--- src/hdl/psc_pkg.sv ---
`timescale 1ns / 1ps

package psc_pkg;

	// pipeline depth, input beat to output beat
	localparam int NUM_STAGES = 11;

	// config register indexes
	localparam int CFG_IDX_W = 3;
	localparam logic [CFG_IDX_W-1:0] CFG_PRESS_SENS  = 3'd0;
	localparam logic [CFG_IDX_W-1:0] CFG_PRESS_OFF   = 3'd1;
	localparam logic [CFG_IDX_W-1:0] CFG_SENS_TC     = 3'd2;
	localparam logic [CFG_IDX_W-1:0] CFG_OFF_TC      = 3'd3;
	localparam logic [CFG_IDX_W-1:0] CFG_TEMP_REF    = 3'd4;
	localparam logic [CFG_IDX_W-1:0] CFG_TEMP_COEFF  = 3'd5;

	typedef struct packed {
		logic [15:0] pressure_sensitivity;
		logic [15:0] pressure_offset;
		logic [15:0] sensitivity_temp_coeff;
		logic [15:0] offset_temp_coeff;
		logic [15:0] reference_temperature;
		logic [15:0] temperature_coeff;
	} psc_cfg_t;

	// temperature: 20.00 C base, -15.00 C low-temp knee (relative to base)
	localparam logic [18:0] TEMP_BASE    = 19'd2000;
	localparam logic [18:0] KNEE_OFFSET  = 19'd3500;
	localparam logic signed [14:0] TEMP_MIN = -15'sd4000;
	localparam logic signed [14:0] TEMP_MAX = 15'sd8500;
	localparam logic signed [19:0] TEMP_MIN_W = -20'sd4000;
	localparam logic signed [19:0] TEMP_MAX_W = 20'sd8500;

	// pressure limits, in 0.1 mbar and in mbar
	localparam logic [27:0] PRESS_DECI_MAX = 28'd140000;
	localparam logic [13:0] PRESS_MAX      = 14'd14000;

	// x / 10 == (x * DIV10_MUL) >> DIV10_SHIFT for x < 2^19
	localparam logic [18:0] DIV10_MUL   = 19'd419431;
	localparam int          DIV10_SHIFT = 22;

endpackage

--- src/hdl/psc_cfg.sv ---
`timescale 1ns / 1ps

module psc_cfg (
	input  logic                           clk,
	input  logic                           arst_n,
	input  logic                           cfg_valid,
	output logic                           cfg_ready,
	input  logic [psc_pkg::CFG_IDX_W-1:0]  cfg_index,
	input  logic [15:0]                    cfg_data,
	output psc_pkg::psc_cfg_t              coeffs
);

	psc_pkg::psc_cfg_t regs_q;

	assign cfg_ready = 1'b1;
	assign coeffs    = regs_q;

	always_ff @(posedge clk or negedge arst_n) begin
		if (!arst_n) begin
			regs_q <= '0;
		end else if (cfg_valid) begin
			case (cfg_index)
				psc_pkg::CFG_PRESS_SENS: begin
					regs_q.pressure_sensitivity <= cfg_data;
				end
				psc_pkg::CFG_PRESS_OFF: begin
					regs_q.pressure_offset <= cfg_data;
				end
				psc_pkg::CFG_SENS_TC: begin
					regs_q.sensitivity_temp_coeff <= cfg_data;
				end
				psc_pkg::CFG_OFF_TC: begin
					regs_q.offset_temp_coeff <= cfg_data;
				end
				psc_pkg::CFG_TEMP_REF: begin
					regs_q.reference_temperature <= cfg_data;
				end
				psc_pkg::CFG_TEMP_COEFF: begin
					regs_q.temperature_coeff <= cfg_data;
				end
				default: begin
					// unused index, write dropped
				end
			endcase
		end
	end

endmodule

--- config.mk ---
export PLATFORM = sky130hd
export DESIGN_NAME = psc_cfg
export DESIGN_NICKNAME = d
export VERILOG_FILES = /design/src/hdl/psc_pkg.sv /design/src/hdl/psc_cfg.sv
export SDC_FILE = /design/constraint.sdc
export NUM_CORES = 1
export LEC_CHECK = 0
export BUFFER_PORTS_ARGS = -buffer_cell sky130_fd_sc_hd__buf_2
export CORE_ASPECT_RATIO = 0.7
export CORE_MARGIN = 2
export CORE_UTILIZATION = 40
export CTS_BUF_LIST = sky130_fd_sc_hd__clkbuf_16
export DETAILED_ROUTE_END_ITERATION = 12
export PLACE_DENSITY = 0.66
export SKIP_CTS_REPAIR_TIMING = 1
export SLEW_MARGIN = 20
export SYNTH_ARGS = -nofsm -noshare
export SYNTH_HDL_FRONTEND = slang
export SYNTH_SLANG_ARGS = --single-unit
--- constraint.sdc ---
create_clock -name clk -period 1.2 [get_ports clk]
set_clock_uncertainty 0.05 [all_clocks]
set_input_delay 0 -clock clk [delete_from_list [all_inputs] [get_ports clk]]
set_output_delay 0 -clock clk [all_outputs]
set_load 0.01 [all_outputs]
==> results of run 1 <==
cell families after synthesis:
logic type	share of synthesized area (%)
buffers and inverters	3.02
other	0.102
AND/OR/NAND/NOR	2.48
flip-flops	65.1
multiplexers	29.3
cell usage after synthesis:
| library cell | count |
|---|---|
| buf_8 | 1 |
| buf_4 | 1 |
| mux2_1 | 1 |
| nor4b_4 | 1 |
| dfrtp_1 | 96 |
| and4bb_1 | 1 |
| buf_2 | 2 |
| and4bb_2 | 2 |
| conb_1 | 1 |
| nand4b_2 | 2 |
| mux2_2 | 95 |
| buf_6 | 7 |
area by class of cell:
class                   count  area (sq um)
clock buffers               9           225
clock inverters             7           119
fillers                   764          3940
multi-input cells         103          1180
flip-flops and latches     96          2400
well taps                 124           155
repair buffers            151           986
metrics by stage:
step / hold slack [ns] / setup WS, ns / power (W) / cell area [sq um] / util, %
after global placement: -0.152 / -0.00807 / 0.00640 / 4550 / 50.6
after global routing: 0.0603 / 0.232 / 0.0102 / 5060 / 56.3
final: 0.0419 / 0.275 / 0.00965 / 5060 / 56.3
after CTS: -0.521 / 0.257 / 0.00976 / 4890 / 54.4
after detailed placement: -0.150 / -0.0148 / 0.00647 / 4550 / 50.6
after floorplan: -0.346 / -0.0380 / 0.00538 / 3690 / -
final timing paths:
kind	end	slack (ns)	depth (start not counted)
worst max-delay path	coeffs[18]	0.27	1
worst min-delay path	coeffs[19]$_DFFE_PN0P_	0.04	2
worst max register to register	coeffs[82]$_DFFE_PN0P_	0.36	1
worst min register to register	coeffs[67]$_DFFE_PN0P_	0.45	1
max in group asynchronous	coeffs[67]$_DFFE_PN0P_	0.58	3
min in group clk	coeffs[1]$_DFFE_PN0P_	0.10	3
cells in the final DEF, fill, tap and decap left out:
cell | Yosys | layout
conb_1 | 1 | 1
nand4b_2 | 2 | 2
buf_2 | 2 | 116
and4bb_1 | 1 | 1
inv_6 | 0 | 1
mux2_2 | 95 | 95
buf_12 | 0 | 8
bufinv_16 | 0 | 3
nor4b_4 | 1 | 1
dlygate4sd3_1 | 0 | 17
clkbuf_16 | 0 | 9
clkinvlp_4 | 0 | 2
dfrtp_1 | 96 | 96
mux2_1 | 1 | 1
buf_4 | 1 | 10
clkinv_2 | 0 | 1
and4bb_2 | 2 | 2
layer usage:
layer | vias to the layer above | GRT usage (%)
met3 | 8 | 5.98
met5 | - | 0
met1 | 1157 | 22.8
met4 | 0 | 5.19
li1 | 1057 | -
met2 | 70 | 27.6
power by group:
part | switching (W) | internal (W) | total, W
clock | 0.00119 | 0.00204 | 0.00323
sequential | 0.000347 | 0.00395 | 0.00430
combinational | 0.00101 | 0.00112 | 0.00212
total | 0.00254 | 0.00711 | 0.00965
==> impl_metrics.json, run 1 <==
{
  "ys_warn_count": 0,
  "wl_met1_um": 3800,
  "antennaDiodeCount": 0,
  "critPathCaptureType": "output port",
  "pin_count": 119,
  "drv_cap": 0,
  "numCtsBuffers": 9,
  "p_leak_nw": 2.42,
  "core_sq_um": 9000,
  "slew_violations": 0,
  "routed_wl_um": 8330,
  "grt_pass1_wl_um": 13200,
  "synth.area.top_cells": "dfrtp_1 (65%), mux2_2 (29%), buf_6 (2.1%), nand4b_2 (0.81%), and4bb_2 (0.68%)",
  "synth_cell_types": 12,
  "die_w_um": 119,
  "drive_gt1_share_pct": 68.3,
  "die_h_um": 84.4,
  "antenna_left": 0,
  "cts_tree": "yes",
  "worstPathRequired_ns": 1.15,
  "cts_sinks": 96,
  "slowest_delay_ns": 0.39,
  "synth-seq-cells": 96,
  "clk_latency_ns": 0.34,
  "drtIter0Drc": 77,
  "synth_top_cell_by_area": "dfrtp_1",
  "crit_chain": "buf_2",
  "grt_max_degree": 31,
  "syn_area_sq_um": 3690,
  "critPathMaxFanout": 2,
  "worstSetupStartpointType": "register",
  "wl_met2_um": 4020,
  "rsz0062_at_grt": "no",
  "holdCritPathClass": "primary input to asynchronous set/reset pin",
  "synth_top_area_share_pct": 65.1,
  "cts-root-buf": "clkbuf_16",
  "fin_crit_sh_pct": 77.1,
  "fmax_mhz": 1080,
  "die_area_sq_um": 10000,
  "cp_data_arrival_time_ns": 0.88,
  "overflow": 0,
  "finalWeightedCongestion": 0.727,
  "largest_reg_flops": 96,
  "route.met3.wl_um": 421,
  "dp_hpwl_um": 5890,
  "clkTransAtPathRegs_ns": 0.07,
  "cts.htree.levels": 3,
  "antenna_found_initial": 0,
  "drc_errors": 0,
  "r2r_start": "coeffs[82]$_DFFE_PN0P_",
  "crit_type": "register to output port",
  "crit_start": "coeffs[18]$_DFFE_PN0P_",
  "synth_nets": 232,
  "hold_viol": 0,
  "top_layer": "met4",
  "dr.pass1.iters": 3,
  "dpl.cell_count": 457,
  "synth_cells": 210,
  "viasPerCell": 4.68,
  "areaGrowthSynthToFinish_pct": 37.2,
  "wl_per_cell_um": 17.0,
  "status": "complete, no violations",
  "cts_buffer_depth": 2,
  "period_needed_ns": 0.925,
  "initial_utilization_pct": 41.0,
  "power_density_nw_per_um2": 1910,
  "cp_top_family": "flip-flops",
  "grt_pass1_vias": 2392,
  "port_buffers": 117,
  "grt_usage_pct": 17.4,
  "ys_seq_area_share_pct": 65.1,
  "rows": 29,
  "vias": 2292,
  "fin_cells": 490,
  "worst_path_max_delay_cell": "dfrtp_1",
  "ir_drop_mv": 1.22,
  "fin_tns_setup_ns": 0,
  "cp_num_buf_inv": 1,
  "setup_viol": 0,
  "syn_avg_cell_area_sq_um": 17.6,
  "fin_nets": 383
}
(Power assumes the default switching activity.)
==> run 2, diff against run 1 <==
ABC_AREA = 1   (was unset)
clock period = 1 ns   (was 1.2 ns; I/O delays follow)
==> run 2 against run 1 <==
Core utilization fell by 0.41 points. Power rose by 10%. Setup slack got worse by 0.22 ns. Worst hold slack improved by 0.055 ns. Critical path depth unchanged. Critical path type unchanged.
==> impl_metrics.json, run 2 <==
{
  "status": "complete, no violations",
  "holdCritPathClass": "primary input to register",
  "period_needed_ns": 0.950,
  "synthArstFlopShare_pct": 100,
  "wl_met2_um": 4730,
  "power_density_nw_per_um2": 2080,
  "stdcell_area_sq_um": 5110,
  "core_sq_um": 9140,
  "slew_violations": 0,
  "vias": 3360,
  "port_buffers": 117,
  "antenna_found_initial": 0,
  "largest_reg_flops": 96,
  "ys_seq_area_share_pct": 63.5,
  "syn_avg_cell_area_sq_um": 8.87,
  "fin_crit_sh_pct": 95.0,
  "ff2ff_setup_slack_ns": 0.30,
  "pin_count": 119,
  "critPathCaptureType": "output port",
  "worst_path_max_delay_cell": "dfrtp_1",
  "cp_top_family": "flip-flops",
  "initial_utilization_pct": 41.4,
  "drive_gt1_share_pct": 27.4,
  "final_cell_mix": "nand2_1 (232), buf_2 (116), dfrtp_1 (96)",
  "hold_viol": 0,
  "wl_met1_um": 5350,
  "die_w_um": 120,
  "ir_drop_mv": 1.00,
  "dp_slack_ns": -0.00733,
  "fin_nets": 594,
  "drc_errors": 0,
  "dpl.cell_count": 667,
  "place_area_sq_um": 4650,
  "cts_tree": "yes",
  "clkTransAtPathRegs_ns": 0.06,
  "cp_num_buf_inv": 1,
  "cts_sinks": 96,
  "fin_cells": 701,
  "syn_area_sq_um": 3790,
  "numCtsBuffers": 9,
  "synth_top_cell_by_area": "dfrtp_1",
  "crit_type": "register to output port",
  "drtIter0Drc": 177,
  "grt_max_degree": 56,
  "ys.flop_type": "dfrtp_1",
  "die_h_um": 85.4,
  "synth_edf_count": 0,
  "synth.area.top_cells": "dfrtp_1 (63%), nand2_1 (23%), nand3_1 (8.5%), buf_2 (1.7%), buf_4 (0.79%)",
  "grt_pass1_vias": 3172,
  "areaGrowthSynthToFinish_pct": 34.9,
  "overflow": 0,
  "synth_most_common_cell": "nand2_1",
  "grt_usage_pct": 21.7,
  "synth-seq-cells": 96,
  "layout_commonest_cell": "nand2_1",
  "ys_warn_count": 0,
  "synth_cell_types": 12,
  "rsz0062_at_grt": "no",
  "route.met3.wl_um": 831,
  "synth_nets": 449,
  "top_layer": "met4",
  "fmax_mhz": 1050,
  "antennaDiodeCount": 0,
  "synth_cells": 427,
  "routed_wl_um": 11000,
  "cts-root-buf": "clkbuf_16",
  "critPathMaxFanout": 2,
  "antenna_left": 0,
  "wl_per_cell_um": 15.7,
  "clk_latency_ns": 0.34,
  "synth_top_area_share_pct": 63.5,
  "dp_hpwl_um": 7530,
  "worstPathRequired_ns": 0.95,
  "worst_slack_ns": 0.0500,
  "grt_pass1_wl_um": 17000,
  "cp_data_arrival_time_ns": 0.90,
  "drv_cap": 0,
  "cts_buffer_depth": 2,
  "worstSetupStartpointType": "register",
  "cts.htree.levels": 3,
  "viasPerCell": 4.79,
  "rows": 29,
  "finalWeightedCongestion": 0.791,
  "p_leak_nw": 2.93,
  "setup_viol": 0,
  "die_area_sq_um": 10300,
  "crit_chain": "buf_2",
  "dr.pass1.iters": 4,
  "slowest_delay_ns": 0.41,
  "ys_top_cells_by_count": "nand2_1 (232), dfrtp_1 (96), nand3_1 (64)"
}
-- run 2: cell types whose count changed after synthesis, sizes merged, moves of 6 or more --
cell   before  now
buf        11   17
inv         0    6
mux2       96    0
nand2       0  234
nand3       0   64
nor2        0    6
-- run 2: layout make-up --
cell class	instances	area [sq um]
clock inverters	7	56.3
multi-input cells	305	1260
well taps	124	155
flip-flops and latches	96	2400
repair buffers	154	986
clock buffers	9	225
inverters	6	22.5
fillers	835	4040
-- run 2: worst paths after layout --
kind                                           to                   start  cells past startpoint
max reg2reg                coeffs[42]$_DFFE_PN0P_  coeffs[42]$_DFFE_PN0P_                      2
min reg2reg                coeffs[88]$_DFFE_PN0P_  coeffs[88]$_DFFE_PN0P_                      2
max                                    coeffs[51]  coeffs[51]$_DFFE_PN0P_                      1
min                        coeffs[94]$_DFFE_PN0P_            cfg_index[2]                      5
min in group asynchronous  coeffs[48]$_DFFE_PN0P_                  arst_n                      3
max in group asynchronous  coeffs[12]$_DFFE_PN0P_                  arst_n                      3
-- run 2: cells by family after synthesis --
group         share of synthesized area (%)
flops                                  63.4
other cells                          0.0990
buf+inv                                3.40
simple gates                           33.0
-- run 2: metrics by stage --
stage                     total power, W  util [%]  hold slack [ns]  setup TNS, ns
final                             0.0106      55.9           0.0972              0
after global routing              0.0112      55.9            0.105              0
after CTS                         0.0107      53.9           -0.410              0
after detailed placement         0.00735      50.8          -0.0504        -0.0199
after global placement           0.00728      50.8          -0.0495              0
after floorplan                  0.00609         -           -0.346              0
-- run 2: power by group --
group / switching [W] / leakage [nW] / internal, W
clock: 0.00138 / 0.144 / 0.00189
sequential: 0.000438 / 1.21 / 0.00461
combinational: 0.00135 / 1.58 / 0.000933
-- run 2: metal layers --
metal	global-route usage [%]	vias to the layer above
met5	0	-
met4	5.81	0
met3	6.65	15
met2	29.8	116
met1	33.3	1607
li1	-	1622
